## config.mk

```make
export PLATFORM = sky130hd
export DESIGN_NAME = time_slot_window_scheduler
export DESIGN_NICKNAME = d
export VERILOG_FILES = /design/src/hw/rtl/tsws_pkg.sv /design/src/hw/rtl/time_slot_window_scheduler.sv /design/src/hw/rtl/tsws_div.sv /design/src/hw/rtl/tsws_datapath.sv /design/src/hw/rtl/tsws_ctrl.sv
export SDC_FILE = /design/constraint.sdc
export NUM_CORES = 2
export LEC_CHECK = 0
export BUFFER_PORTS_ARGS = -buffer_cell sky130_fd_sc_hd__buf_2
export CORE_ASPECT_RATIO = 0.75
export CORE_MARGIN = 4
export CORE_UTILIZATION = 50
export CTS_BUF_LIST = sky130_fd_sc_hd__clkbuf_16
export CTS_CLUSTER_DIAMETER = 60
export DETAILED_ROUTE_END_ITERATION = 7
export GPL_TIMING_DRIVEN = 0
export HOLD_SLACK_MARGIN = 0.1
export PLACE_DENSITY = 0.71
export SLEW_MARGIN = 20
export SYNTH_ARGS = -nofsm -noshare
export SYNTH_HDL_FRONTEND = slang
export SYNTH_SLANG_ARGS = --single-unit
```

## constraint.sdc

```tcl
create_clock -name clk -period 9.7 [get_ports clk]
set_clock_uncertainty 0.05 [all_clocks]
set_input_delay 1.94 -clock clk [delete_from_list [all_inputs] [get_ports clk]]
set_output_delay 1.94 -clock clk [all_outputs]
set_load 0.005 [all_outputs]
```

## src/hw/rtl/tsws_pkg.sv

```systemverilog
// Shared types and constants of the time slot window scheduler.
// Holds the word structs, the controller command and status structs and the state enum.
// No dependencies.
package tsws_pkg;

	localparam int MAX_WINDOWS = 4;
	localparam int ENTRY_COUNT = 4;
	localparam int WIN_IDX_W   = 2;
	localparam int CFG_INDEX_W = 3;
	localparam int CFG_DATA_W  = 48;
	localparam int WIU_W       = 3;
	localparam int TIME_W      = 32;
	localparam int RATE_W      = 16;
	localparam int DIV_W       = 32;
	localparam int DIV_CNT_W   = $clog2(DIV_W);

	// Register indexes of the configuration port; lower indexes select window entries.
	localparam logic [CFG_INDEX_W-1:0] REG_WINDOW_ENTRY_0 = 3'd0;
	localparam logic [CFG_INDEX_W-1:0] REG_WINDOWS_IN_USE = 3'd4;

	localparam logic [CFG_DATA_W-1:0] ENTRY_RESET [ENTRY_COUNT] = '{
		{16'd2600, 32'd180000},
		{16'd1300, 32'd180000},
		{16'd650,  32'd180000},
		{16'd325,  32'd180000}
	};
	localparam logic [WIU_W-1:0] WIU_RESET = 3'd4;

	typedef struct packed {
		logic              mode;
		logic [TIME_W-1:0] now_ms;
		logic [TIME_W-1:0] offset_ms;
	} in_item_t;

	typedef struct packed {
		logic                 window_changed;
		logic [WIN_IDX_W-1:0] window_index;
		logic [RATE_W-1:0]    bitrate_kbps;
		logic [TIME_W-1:0]    cycles_elapsed;
		logic [TIME_W-1:0]    time_in_window_ms;
		logic [TIME_W-1:0]    time_to_switch_ms;
	} out_item_t;

	typedef enum logic [3:0] {
		ST_IDLE,
		ST_PREFIX,
		ST_SETUP,
		ST_DIV_START,
		ST_DIV_WAIT,
		ST_ALIGN,
		ST_LOCATE,
		ST_COMMIT,
		ST_FINISH
	} state_t;

	typedef enum logic [1:0] {
		DIV_NOW,
		DIV_OFFSET,
		DIV_SINCE
	} div_sel_t;

	typedef struct packed {
		logic                 latch;
		logic                 prefix_step;
		logic                 div_start;
		div_sel_t             div_sel;
		logic                 align;
		logic                 locate_step;
		logic                 commit;
		logic                 finish;
		logic                 load_out;
		logic [WIN_IDX_W-1:0] step_idx;
	} ctrl_cmd_t;

	typedef struct packed {
		logic mode;
		logic active;
		logic div_busy;
		logic div_done;
		logic out_free;
	} dp_status_t;

endpackage

```

## src/hw/rtl/time_slot_window_scheduler.sv

```systemverilog
// Time slot window scheduler: a repeating schedule of up to four windows, each a bitrate
// and a duration. An update word places a time in the cycle; a realign word sets the cycle
// start from a time and a phase offset. Every word in gives one result word out. Each word
// first walks the window durations; with an active schedule the 32-step serial divider then
// runs once per update and three times per realign, and a second walk locates the window,
// and the result then waits for a free output slot. The result sits in an
// output register, so the next word is taken while a finished result still waits.
// Depends on tsws_pkg, tsws_ctrl and tsws_datapath.
module time_slot_window_scheduler import tsws_pkg::*; (
	input  logic                   clk,
	input  logic                   arst_n,
	input  logic                   cfg_wr_en,
	input  logic [CFG_INDEX_W-1:0] cfg_index,
	input  logic [CFG_DATA_W-1:0]  cfg_data,
	input  logic                   in_valid,
	output logic                   in_stall,
	input  in_item_t               in_data,
	output logic                   out_valid,
	input  logic                   out_stall,
	output out_item_t              out_data
);

	ctrl_cmd_t  cmd;
	dp_status_t sts;

	tsws_ctrl u_ctrl (
		.clk      (clk),
		.arst_n   (arst_n),
		.in_valid (in_valid),
		.in_stall (in_stall),
		.sts      (sts),
		.cmd      (cmd)
	);

	tsws_datapath u_datapath (
		.clk       (clk),
		.arst_n    (arst_n),
		.cfg_wr_en (cfg_wr_en),
		.cfg_index (cfg_index),
		.cfg_data  (cfg_data),
		.in_data   (in_data),
		.out_stall (out_stall),
		.out_valid (out_valid),
		.out_data  (out_data),
		.cmd       (cmd),
		.sts       (sts)
	);

	// An accepted word keeps the block busy on the next cycle.
	a_busy_after_accept: assert property (@(posedge clk) disable iff (!arst_n)
		(in_valid && !in_stall) |=> in_stall)
		else $error("input taken again right after an accepted word");

	// A divide is never launched while one is still running.
	a_div_free: assert property (@(posedge clk) disable iff (!arst_n)
		cmd.div_start |-> !sts.div_busy)
		else $error("divider restarted while busy");

	// A result is loaded only into a free output register.
	a_load_free: assert property (@(posedge clk) disable iff (!arst_n)
		cmd.load_out |-> (!out_valid || !out_stall))
		else $error("result loaded over a waiting word");

	// A new result word appears only from a load command.
	a_valid_from_load: assert property (@(posedge clk) disable iff (!arst_n)
		$rose(out_valid) |-> $past(cmd.load_out))
		else $error("output valid rose without a load");

endmodule

```

## src/hw/rtl/tsws_div.sv

```systemverilog
// Restoring serial divider, one quotient bit per cycle.
// Uses tsws_pkg for widths.
module tsws_div import tsws_pkg::*; (
	input  logic              clk,
	input  logic              arst_n,
	input  logic              start,
	input  logic [DIV_W-1:0]  dividend,
	input  logic [DIV_W-1:0]  divisor,
	output logic              busy,
	output logic              done,
	output logic [DIV_W-1:0]  quotient,
	output logic [DIV_W-1:0]  remainder
);

	logic                 busy_q;
	logic                 done_q;
	logic [DIV_CNT_W-1:0] cnt_q;
	logic [DIV_W-1:0]     rem_q;
	logic [DIV_W-1:0]     quo_q;
	logic [DIV_W-1:0]     dvs_q;
	logic [DIV_W:0]       trial;
	logic [DIV_W:0]       diff;
	logic                 ge;

	assign trial = {rem_q, quo_q[DIV_W-1]};
	assign diff  = trial - {1'b0, dvs_q};
	assign ge    = trial >= {1'b0, dvs_q};

	always_ff @(posedge clk or negedge arst_n) begin
		if (!arst_n) begin
			busy_q <= 1'b0;
			done_q <= 1'b0;
			cnt_q  <= '0;
		end else if (start) begin
			busy_q <= 1'b1;
			done_q <= 1'b0;
			cnt_q  <= '0;
		end else if (busy_q) begin
			cnt_q <= cnt_q + DIV_CNT_W'(1);
			if (cnt_q == DIV_CNT_W'(DIV_W - 1)) begin
				busy_q <= 1'b0;
				done_q <= 1'b1;
			end
		end else begin
			done_q <= 1'b0;
		end
	end

	always_ff @(posedge clk) begin
		if (start) begin
			quo_q <= dividend;
			rem_q <= '0;
			dvs_q <= divisor;
		end else if (busy_q) begin
			// The dividend shifts out at the top while quotient bits enter at the bottom.
			rem_q <= ge ? diff[DIV_W-1:0] : trial[DIV_W-1:0];
			quo_q <= {quo_q[DIV_W-2:0], ge};
		end
	end

	assign busy      = busy_q;
	assign done      = done_q;
	assign quotient  = quo_q;
	assign remainder = rem_q;

endmodule

```

## src/hw/rtl/tsws_datapath.sv

```systemverilog
// Datapath of the scheduler: configuration registers, schedule state, duration walks,
// the serial divider and the output word register. Uses tsws_pkg and tsws_div.
module tsws_datapath import tsws_pkg::*; (
	input  logic                   clk,
	input  logic                   arst_n,
	input  logic                   cfg_wr_en,
	input  logic [CFG_INDEX_W-1:0] cfg_index,
	input  logic [CFG_DATA_W-1:0]  cfg_data,
	input  in_item_t               in_data,
	input  logic                   out_stall,
	output logic                   out_valid,
	output out_item_t              out_data,
	input  ctrl_cmd_t              cmd,
	output dp_status_t             sts
);

	logic [CFG_DATA_W-1:0] entry_q [ENTRY_COUNT];
	logic [WIU_W-1:0]      wiu_q;
	in_item_t              item_q;
	logic [TIME_W-1:0]     acc_q;
	logic [TIME_W-1:0]     walk_q;
	logic                  found_q;
	logic [WIN_IDX_W-1:0]  idx_q;
	logic [TIME_W-1:0]     lo_q;
	logic [TIME_W-1:0]     hi_q;
	logic [TIME_W-1:0]     base_q;
	logic [TIME_W-1:0]     start_q;
	logic [WIN_IDX_W-1:0]  aw_q;
	logic [TIME_W-1:0]     cc_q;
	logic                  changed_q;
	out_item_t             out_q;
	logic                  out_valid_q;

	logic [WIU_W-1:0]      n_used;
	logic                  active;
	logic [WIN_IDX_W-1:0]  rd_idx;
	logic [CFG_DATA_W-1:0] rd_entry;
	logic [TIME_W-1:0]     rd_dur;
	logic [RATE_W-1:0]     rd_rate;
	logic                  step_in_use;
	logic                  first_step;
	logic [TIME_W-1:0]     t_len;
	logic [TIME_W-1:0]     since;
	logic [DIV_W-1:0]      div_dividend;
	logic [DIV_W-1:0]      div_divisor;
	logic                  div_busy;
	logic                  div_done;
	logic [DIV_W-1:0]      div_quo;
	logic [DIV_W-1:0]      div_rem;
	logic [TIME_W-1:0]     start_sum;
	logic [TIME_W-1:0]     start_fix;
	logic [TIME_W-1:0]     acc_base;
	logic [TIME_W-1:0]     walk_base;
	logic [TIME_W-1:0]     walk_nxt;
	logic                  found_cur;

	assign n_used      = (wiu_q > WIU_W'(MAX_WINDOWS)) ? WIU_W'(MAX_WINDOWS) : wiu_q;
	assign active      = (n_used != '0) && (acc_q != '0);
	assign rd_idx      = cmd.finish ? aw_q : cmd.step_idx;
	assign rd_entry    = entry_q[rd_idx];
	assign rd_dur      = rd_entry[TIME_W-1:0];
	assign rd_rate     = rd_entry[CFG_DATA_W-1:TIME_W];
	assign step_in_use = {1'b0, cmd.step_idx} < n_used;
	assign first_step  = cmd.step_idx == '0;
	assign t_len       = (acc_q == '0) ? TIME_W'(1) : acc_q;
	assign since       = item_q.now_ms - start_q;

	always_comb begin
		case (cmd.div_sel)
			DIV_NOW: begin
				div_dividend = item_q.now_ms;
				div_divisor  = t_len;
			end
			DIV_OFFSET: begin
				div_dividend = item_q.offset_ms;
				div_divisor  = t_len;
			end
			DIV_SINCE: begin
				div_dividend = since;
				div_divisor  = acc_q;
			end
			default: begin
				div_dividend = since;
				div_divisor  = t_len;
			end
		endcase
	end

	tsws_div u_div (
		.clk       (clk),
		.arst_n    (arst_n),
		.start     (cmd.div_start),
		.dividend  (div_dividend),
		.divisor   (div_divisor),
		.busy      (div_busy),
		.done      (div_done),
		.quotient  (div_quo),
		.remainder (div_rem)
	);

	// base_q holds the time floored to a whole cycle; the offset remainder is added here.
	assign start_sum = base_q + div_rem;
	assign start_fix = (start_sum > item_q.now_ms) ? start_sum - t_len : start_sum;

	assign acc_base  = first_step ? '0 : acc_q;
	assign walk_base = first_step ? '0 : walk_q;
	assign walk_nxt  = walk_base + rd_dur;
	assign found_cur = first_step ? 1'b0 : found_q;

	always_ff @(posedge clk or negedge arst_n) begin
		if (!arst_n) begin
			for (int i = 0; i < ENTRY_COUNT; i++) begin
				entry_q[i] <= ENTRY_RESET[i];
			end
			wiu_q <= WIU_RESET;
		end else if (cfg_wr_en) begin
			if (cfg_index < REG_WINDOWS_IN_USE) begin
				entry_q[cfg_index[WIN_IDX_W-1:0]] <= cfg_data;
			end else if (cfg_index == REG_WINDOWS_IN_USE) begin
				wiu_q <= cfg_data[WIU_W-1:0];
			end
		end
	end

	always_ff @(posedge clk or negedge arst_n) begin
		if (!arst_n) begin
			start_q <= '0;
			aw_q    <= '0;
			cc_q    <= '0;
		end else if (cmd.align) begin
			start_q <= start_fix;
			aw_q    <= '0;
			cc_q    <= '0;
		end else if (cmd.commit) begin
			aw_q <= idx_q;
			cc_q <= div_quo;
		end
	end

	always_ff @(posedge clk) begin
		if (cmd.latch) begin
			item_q    <= in_data;
			changed_q <= 1'b0;
		end
		if (cmd.prefix_step) begin
			acc_q <= acc_base + (step_in_use ? rd_dur : '0);
		end
		if (div_done && (cmd.div_sel == DIV_NOW)) begin
			base_q <= item_q.now_ms - div_rem;
		end
		if (cmd.locate_step) begin
			walk_q  <= walk_nxt;
			found_q <= found_cur || (step_in_use && (div_rem < walk_nxt));
			// Until a window holds the elapsed time, each window in use is taken in turn,
			// so a walk past every duration ends on the last window in use.
			if (!found_cur && step_in_use) begin
				idx_q <= cmd.step_idx;
				lo_q  <= walk_base;
				hi_q  <= walk_nxt;
			end
		end
		if (cmd.commit && !item_q.mode) begin
			changed_q <= (idx_q != aw_q) || (div_quo != cc_q);
		end
		if (cmd.load_out) begin
			out_q.window_changed    <= changed_q;
			out_q.window_index      <= aw_q;
			out_q.bitrate_kbps      <= (n_used != '0) ? rd_rate : '0;
			out_q.cycles_elapsed    <= cc_q;
			out_q.time_in_window_ms <= active ? div_rem - lo_q : '0;
			out_q.time_to_switch_ms <= active ? hi_q - div_rem : '0;
		end
	end

	always_ff @(posedge clk or negedge arst_n) begin
		if (!arst_n) begin
			out_valid_q <= 1'b0;
		end else if (cmd.load_out) begin
			out_valid_q <= 1'b1;
		end else if (!out_stall) begin
			out_valid_q <= 1'b0;
		end
	end

	assign out_valid    = out_valid_q;
	assign out_data     = out_q;
	assign sts.mode     = item_q.mode;
	assign sts.active   = active;
	assign sts.div_busy = div_busy;
	assign sts.div_done = div_done;
	assign sts.out_free = !out_valid_q || !out_stall;

endmodule

```

## src/hw/rtl/tsws_ctrl.sv

```systemverilog
// Controller of the scheduler: sequences the duration walks, the divides, the realign
// and the result load. Uses tsws_pkg for the state enum and the command and status structs.
module tsws_ctrl import tsws_pkg::*; (
	input  logic       clk,
	input  logic       arst_n,
	input  logic       in_valid,
	output logic       in_stall,
	input  dp_status_t sts,
	output ctrl_cmd_t  cmd
);

	state_t               state_q, state_d;
	div_sel_t             sel_q, sel_d;
	logic [WIN_IDX_W-1:0] step_q, step_d;

	always_ff @(posedge clk or negedge arst_n) begin
		if (!arst_n) begin
			state_q <= ST_IDLE;
			sel_q   <= DIV_NOW;
			step_q  <= '0;
		end else begin
			state_q <= state_d;
			sel_q   <= sel_d;
			step_q  <= step_d;
		end
	end

	always_comb begin
		state_d = state_q;
		sel_d   = sel_q;
		step_d  = step_q;
		case (state_q)
			ST_IDLE: begin
				if (in_valid) begin
					state_d = ST_PREFIX;
					step_d  = '0;
				end
			end
			ST_PREFIX: begin
				step_d = step_q + WIN_IDX_W'(1);
				if (step_q == WIN_IDX_W'(ENTRY_COUNT - 1)) begin
					state_d = ST_SETUP;
				end
			end
			ST_SETUP: begin
				if (sts.mode) begin
					state_d = ST_DIV_START;
					sel_d   = DIV_NOW;
				end else if (sts.active) begin
					state_d = ST_DIV_START;
					sel_d   = DIV_SINCE;
				end else begin
					state_d = ST_FINISH;
				end
			end
			ST_DIV_START: begin
				state_d = ST_DIV_WAIT;
			end
			ST_DIV_WAIT: begin
				if (sts.div_done) begin
					case (sel_q)
						DIV_NOW: begin
							state_d = ST_DIV_START;
							sel_d   = DIV_OFFSET;
						end
						DIV_OFFSET: begin
							state_d = ST_ALIGN;
						end
						DIV_SINCE: begin
							state_d = ST_LOCATE;
							step_d  = '0;
						end
						default: begin
							state_d = ST_FINISH;
						end
					endcase
				end
			end
			ST_ALIGN: begin
				if (sts.active) begin
					state_d = ST_DIV_START;
					sel_d   = DIV_SINCE;
				end else begin
					state_d = ST_FINISH;
				end
			end
			ST_LOCATE: begin
				step_d = step_q + WIN_IDX_W'(1);
				if (step_q == WIN_IDX_W'(ENTRY_COUNT - 1)) begin
					state_d = ST_COMMIT;
				end
			end
			ST_COMMIT: begin
				state_d = ST_FINISH;
			end
			ST_FINISH: begin
				if (sts.out_free) begin
					state_d = ST_IDLE;
				end
			end
			default: begin
				state_d = ST_IDLE;
			end
		endcase
	end

	always_comb begin
		cmd             = '0;
		cmd.div_sel     = sel_q;
		cmd.step_idx    = step_q;
		cmd.latch       = (state_q == ST_IDLE) && in_valid;
		cmd.prefix_step = state_q == ST_PREFIX;
		cmd.div_start   = state_q == ST_DIV_START;
		cmd.align       = state_q == ST_ALIGN;
		cmd.locate_step = state_q == ST_LOCATE;
		cmd.commit      = state_q == ST_COMMIT;
		cmd.finish      = state_q == ST_FINISH;
		cmd.load_out    = (state_q == ST_FINISH) && sts.out_free;
	end

	assign in_stall = state_q != ST_IDLE;

endmodule
```

# Word-level counts from Yosys, hierarchy flattened
# Index checks and enable logic that the tools add are counted.
[totals]
regBits = 717
output_inout_bits = 117
latchBits = 0
ram_bits = 0
romBits = 0
elab_cells = 169
mem_count = 0
[classes]
n_mux = 53
reduce_logical = 34
n_lt_le_gt_ge = 9
multipliers = 0
n_eq_ne = 24
shifts = 0
add_sub_neg = 11
div_mod_pow = 0
n_bitwise = 3
[op_table]
columns = ["op", "n"]
rows = [
  ["two-way mux 32 bit", 11],
  ["bitwise mux 192 bit", 1],
  ["subtractor 32 bit", 6],
  ["two-way mux 48 bit", 3],
  ["adder 32 bit", 3],
  ["binary-select mux 48 bit (select 2 bit)", 1],
  ["demux 48 bit (select 2 bit)", 1],
  ["one-hot mux 32 bit (2 select lines)", 1],
  ["one-hot mux 4 bit (9 select lines)", 1],
  [">= comparator 33 x 32 -> 1 bit", 1],
  ["greater-than comparator 32 bit", 1],
  ["zero test 32 bit", 1],
  ["less-than comparator 32 bit", 1],
  ["inequality test 32 bit", 1],
  ["nonzero test 32 bit", 1],
  ["two-way mux 4 bit", 7],
  ["two-way mux 2 bit", 10],
  ["equality test 4 x 3 -> 1 bit (second input constant)", 4],
  ["inequality test 2 x 1 -> 1 bit (second input constant)", 6],
  ["one-hot mux 2 bit (3 select lines)", 2],
  ["one-hot mux 4 bit (3 select lines)", 1],
  ["two-way mux 1 bit", 11],
  ["two-way mux 5 bit", 2],
  ["nonzero test 3 bit", 3],
  ["other kinds (32)", 54],
]

# Depth between registers and ports, before layout
[depth]
ltp_word = 10
ltp_mapped = 29

# Modules after synthesis
# Synthesis repeated with hierarchy kept, for this count alone.
[hier_totals]
hier_cells = 3999
hier_area_um2 = 43969.7
[modules_own_cells]
columns = ["module", "n_inst", "seq_area_each_um2", "cells_per_inst", "area_each_um2"]
rows = [
  ["tsws_datapath", 1, 16952.5, 3340, 37190.7],
  ["tsws_div", 1, 2737.6, 576, 6024.5],
  ["tsws_ctrl", 1, 200.2, 83, 754.5],
]

# Worst setup path after synthesis
# Ideal clock, no wire load.
[synth_path]
path_kind = "in2reg"
from = "input port out_stall"
to = "register u_datapath.out_q (netlist bit u_datapath.out_data[0]) (enable)"
cell_stages = 1
path_buffers = 0
setup_time_ns = 0.763
path_slack_ns = -1.375
arrival_time_ns = 10.261
cell_sequence = "a21boi_0"
[synth_via]
elab_chain_len = 3
[synth_rtl]
columns = ["element", "line_no", "text"]
rows = [
  ["start: declaration", "time_slot_window_scheduler.sv:19", "input logic out_stall,"],
  ["zero test 1 bit", "n/a", ""],
  ["logical OR 1 bit", "tsws_datapath.sv:191", "assign sts.out_free = !out_valid_q || !out_stall;"],
  ["logical AND 1 bit", "tsws_ctrl.sv:118", "cmd.load_out = (state_q == ST_FINISH) && sts.out_free;"],
  ["end: declaration", "tsws_datapath.sv:31", "out_item_t out_q;"],
]
# Every way passes these cells.
# A chain may end at the register's enable or synchronous reset.

# Worst setup path after layout
[layout_path]
from = "register u_ctrl.state_q[1]"
to = "register u_datapath.found_q (data pin)"
[layout_via]
elab_chain_len = 10
[layout_rtl]
columns = ["element", "line_no", "text"]
rows = [
  ["start: declaration", "tsws_ctrl.sv:12", "state_t state_q, state_d;"],
  ["start signal: assignment", "tsws_ctrl.sv:22", "state_q <= state_d;"],
  ["equality test 4 bit", "tsws_ctrl.sv:117", "cmd.finish = state_q == ST_FINISH;"],
  ["two-way mux 2 bit", "tsws_datapath.sv:59", "assign rd_idx = cmd.finish ? aw_q : cmd.step_idx;"],
  ["inverter 2 -> 3 bit (implied by the code)", "tsws_datapath.sv:60", "assign rd_entry = entry_q[rd_idx];"],
  ["binary-select mux 48 bit (select 2 bit)", "tsws_datapath.sv:60", ""],
  ["two-way mux 48 bit (implied by the code) (2 in a row)", "tsws_datapath.sv:60", ""],
  ["adder 32 bit", "tsws_datapath.sv:107", "assign walk_nxt = walk_base + rd_dur;"],
  ["less-than comparator 32 bit", "tsws_datapath.sv:153", "found_q <= found_cur || (step_in_use && (div_rem < walk_nxt));"],
  ["logical AND 1 bit", "tsws_datapath.sv:153", ""],
  ["logical OR 1 bit", "tsws_datapath.sv:153", ""],
  ["end signal: assignment", "tsws_datapath.sv:153", ""],
  ["end: declaration", "tsws_datapath.sv:22", "logic found_q;"],
]
# Every way passes these cells. The select of a mux whose other input is x is not followed.

==> flow_metrics.tcl <==
set metrics [dict create \
    outcome "completed" \
    cts_tree "yes" \
    cp_max_fo 10 \
    rows 93 \
    postCtsSetupBuffers 0 \
    cpMaxStageDelayCell "nor4b_2" \
    vdd_drop_max_uv 127 \
    vias_per_cell 5.97 \
    async_reset_ff_frac 0.386 \
    antenna_found_initial 7 \
    critPathKind "reg -> reg" \
    setup_slack_ns 0.722 \
    critPathCaptureType "flop" \
    yosysTopAreaCell "edfxtp_1" \
    die_h_um 265 \
    grt_usage 0.276 \
    relSlewSlack 0.160 \
    syn_area_per_cell_um2 10.5 \
    hold_buffers 0 \
    grt_pass1_wl_um 195000 \
    p_leak_nw 21.3 \
    arrival_ns 9.42 \
    timing.final.crit_share 0.926 \
    port_buffers 237 \
    finalCriticalPeriod_ns 8.98 \
    yosys-top-cells-area "edfxtp_1 (28%), dfrtp_1 (13%), ha_1 (10%)" \
    maxCapViolCount 0 \
    synth.most_common_cell "edfxtp_1" \
    crit_path_max_incr_delay_ns 0.72 \
    synthFlopType "edfxtp_1" \
    grt_pass1_vias 31600 \
    fillers 7416 \
    setup-tns-final_ns 0 \
    hold_class "reg -> reg" \
    cts.repair.resized 0 \
    first_pass_iters 6 \
    wl_per_cell_um 22.9 \
    cts-htree-levels 3 \
    layout-drive-gt1-share 0.158 \
    synth_enable_flop_cells 408 \
    final_nets 4991 \
    fp.dieW_um 350 \
    cpLargestDelayFamily "compound AO/OA/AOI/OAI gates" \
    slew_viol_final 0 \
    path_buf_inv 3 \
    seq_area_frac_synth 0.453 \
    dieArea_um2 92700 \
    vias 34100 \
    path_common_cell "a21o_1" \
    place_hpwl_um 103000 \
    place_area_um2 47000 \
    synth_top_cells_by_count "edfxtp_1 (408), ha_1 (352), nor2_1 (314), a21oi_1 (290), inv_1 (287)" \
    startpoint_type "flop" \
    rrSetupSlack_ns 0.72 \
    syn_inst 4170 \
    drc 0 \
    cts.clk_slew.worst_paths_ns 0.06 \
    ys_warn_count 0 \
    grt_max_degree 99 \
    stdcell_area_um2 49700 \
    grt_remaining_overflow 0 \
    wl_um 131000 \
    drtAntennaViolNets 0 \
    fin_worst_hold_slack_ns 0.389 \
    areaGrowthSynthToFinish_pct 13.2 \
    crit_required_ns 10.15 \
    netlist_area_um2 43900 \
    root_buffer "clkbuf_16" \
    yosys.cell_types.count 87 \
    power_density_nw_per_um2 160 \
    worst_slew_pin_slew_ns 1.26 \
    cts_sinks 717 \
    ios 238 \
    drtIter0Drc 4191 \
    place_congestion 0.988 \
    core_um2 86500 \
    hold_viol 0 \
    grt_setup_unrepaired "false" \
    pre_cts_ws_ns 0.986 \
    initial_core_util 0.508 \
    setup_viol 0 \
    syn_nets 4652 \
    clk_path_buf_depth 3 \
    cts_buffers 77 \
    synth_top_area_share 0.279 \
    clkLatencyLatePin_ns 0.65 \
    ys_ff_latch 717 \
    antennaDiodeCount 0 \
    max_freq_ghz 0.111 \
]
routing by layer:
| metal | share of wire | GRT usage | vias up |
|---|---|---|---|
| met2 | 0.40 | 0.380 | 1432 |
| li1 | - | - | 15900 |
| met3 | 0.11 | 0.0761 | 156 |
| met5 | 0.00036 | 0 | - |
| met4 | 0.016 | 0.0498 | 6 |
| met1 | 0.47 | 0.434 | 16600 |
sequential cells by signal, summed over array words and instances (netlist names), 3 cells and up:
signal                      flops
u_datapath.start_q             32
u_datapath.hi_q                32
u_datapath.lo_q                32
u_datapath.entry_q            192
u_datapath.u_div.dvs_q         32
u_datapath.acc_q               32
u_datapath.cc_q                32
u_ctrl.state_q                  4
u_datapath.item_q              64
u_datapath.u_div.cnt_q          5
u_datapath.out_data           115
u_datapath.walk_q              32
u_datapath.u_div.remainder     32
u_datapath.base_q              32
u_datapath.u_div.quotient      32
u_datapath.wiu_q                3
cell families (layout without fill, tap and decap cells):
group,after synthesis,count (layout),synth area share
buf+inv,457,860,0.0393
compound gates,1061,1061,0.155
fa+ha+maj,361,361,0.104
simple gates,1034,1034,0.114
xor+xnor,276,276,0.0550
mux,264,264,0.0794
flops,717,717,0.453
final timing paths:
kind / start / depth (start not counted) / end
min: u_datapath.changed_q / 0 / u_datapath.out_data[114]
min in group asynchronous: arst_n / 2 / u_datapath.start_q[1]
max reg2reg: u_ctrl.state_q[1] / 27 / u_datapath.found_q
max: u_ctrl.state_q[1] / 27 / u_datapath.found_q
min reg2reg: u_datapath.changed_q / 0 / u_datapath.out_data[114]
max in group asynchronous: arst_n / 4 / u_datapath.entry_q[32]
layout make-up:
type / count / area [um^2] / area share
multi-input cells: 2996 / 22300 / 0.450
flip-flops and latches: 717 / 19900 / 0.400
clock buffers: 82 / 2050 / 0.0413
repair buffers: 260 / 1610 / 0.0324
well taps: 1140 / 1430 / 0.0287
inverters: 289 / 1080 / 0.0218
clock inverters: 61 / 649 / 0.0131
plain buffers: 168 / 646 / 0.0130
stage by stage:
| step | utilization | instances | total power [mW] |
|---|---|---|---|
| 2_1_floorplan | - | 4170 | 4.43 |
| 3_3_place_gp | 0.538 | 5547 | 4.78 |
| 3_5_place_dp | 0.544 | 5570 | 4.82 |
| 4_1_cts | 0.575 | 5713 | 7.97 |
| 5_1_grt | 0.575 | 5713 | 8.24 |
| 6_report | 0.575 | 5713 | 7.94 |
where the power goes:
group / internal, mW / leakage, nW / total (mW) / switching, mW
clock network: 1.84 / 1.37 / 3.15 / 1.31
registers: 3.49 / 7.47 / 3.59 / 0.0953
logic: 0.531 / 12.5 / 1.20 / 0.672
cells in the final DEF, fill, tap and decap left out, types with 45 or more instances in the layout:
cell type and n:
a211oi_1 55, a21o_1 174, a21oi_1 288, buf_2 246, clkbuf_1 144, clkbuf_16 82
dfrtp_1 224, dfstp_2 53, edfxtp_1 408, ha_1 352, inv_1 297, mux2_2 195
mux4_2 48, nand2_1 253, nand2b_1 45, nand3_1 54, nor2_1 313, nor2b_1 125
nor3_1 51, o21a_1 51, o21ai_0 156, o21ai_1 71, xnor2_1 198, xor2_1 78
Power figures use the tool's default switching activity.
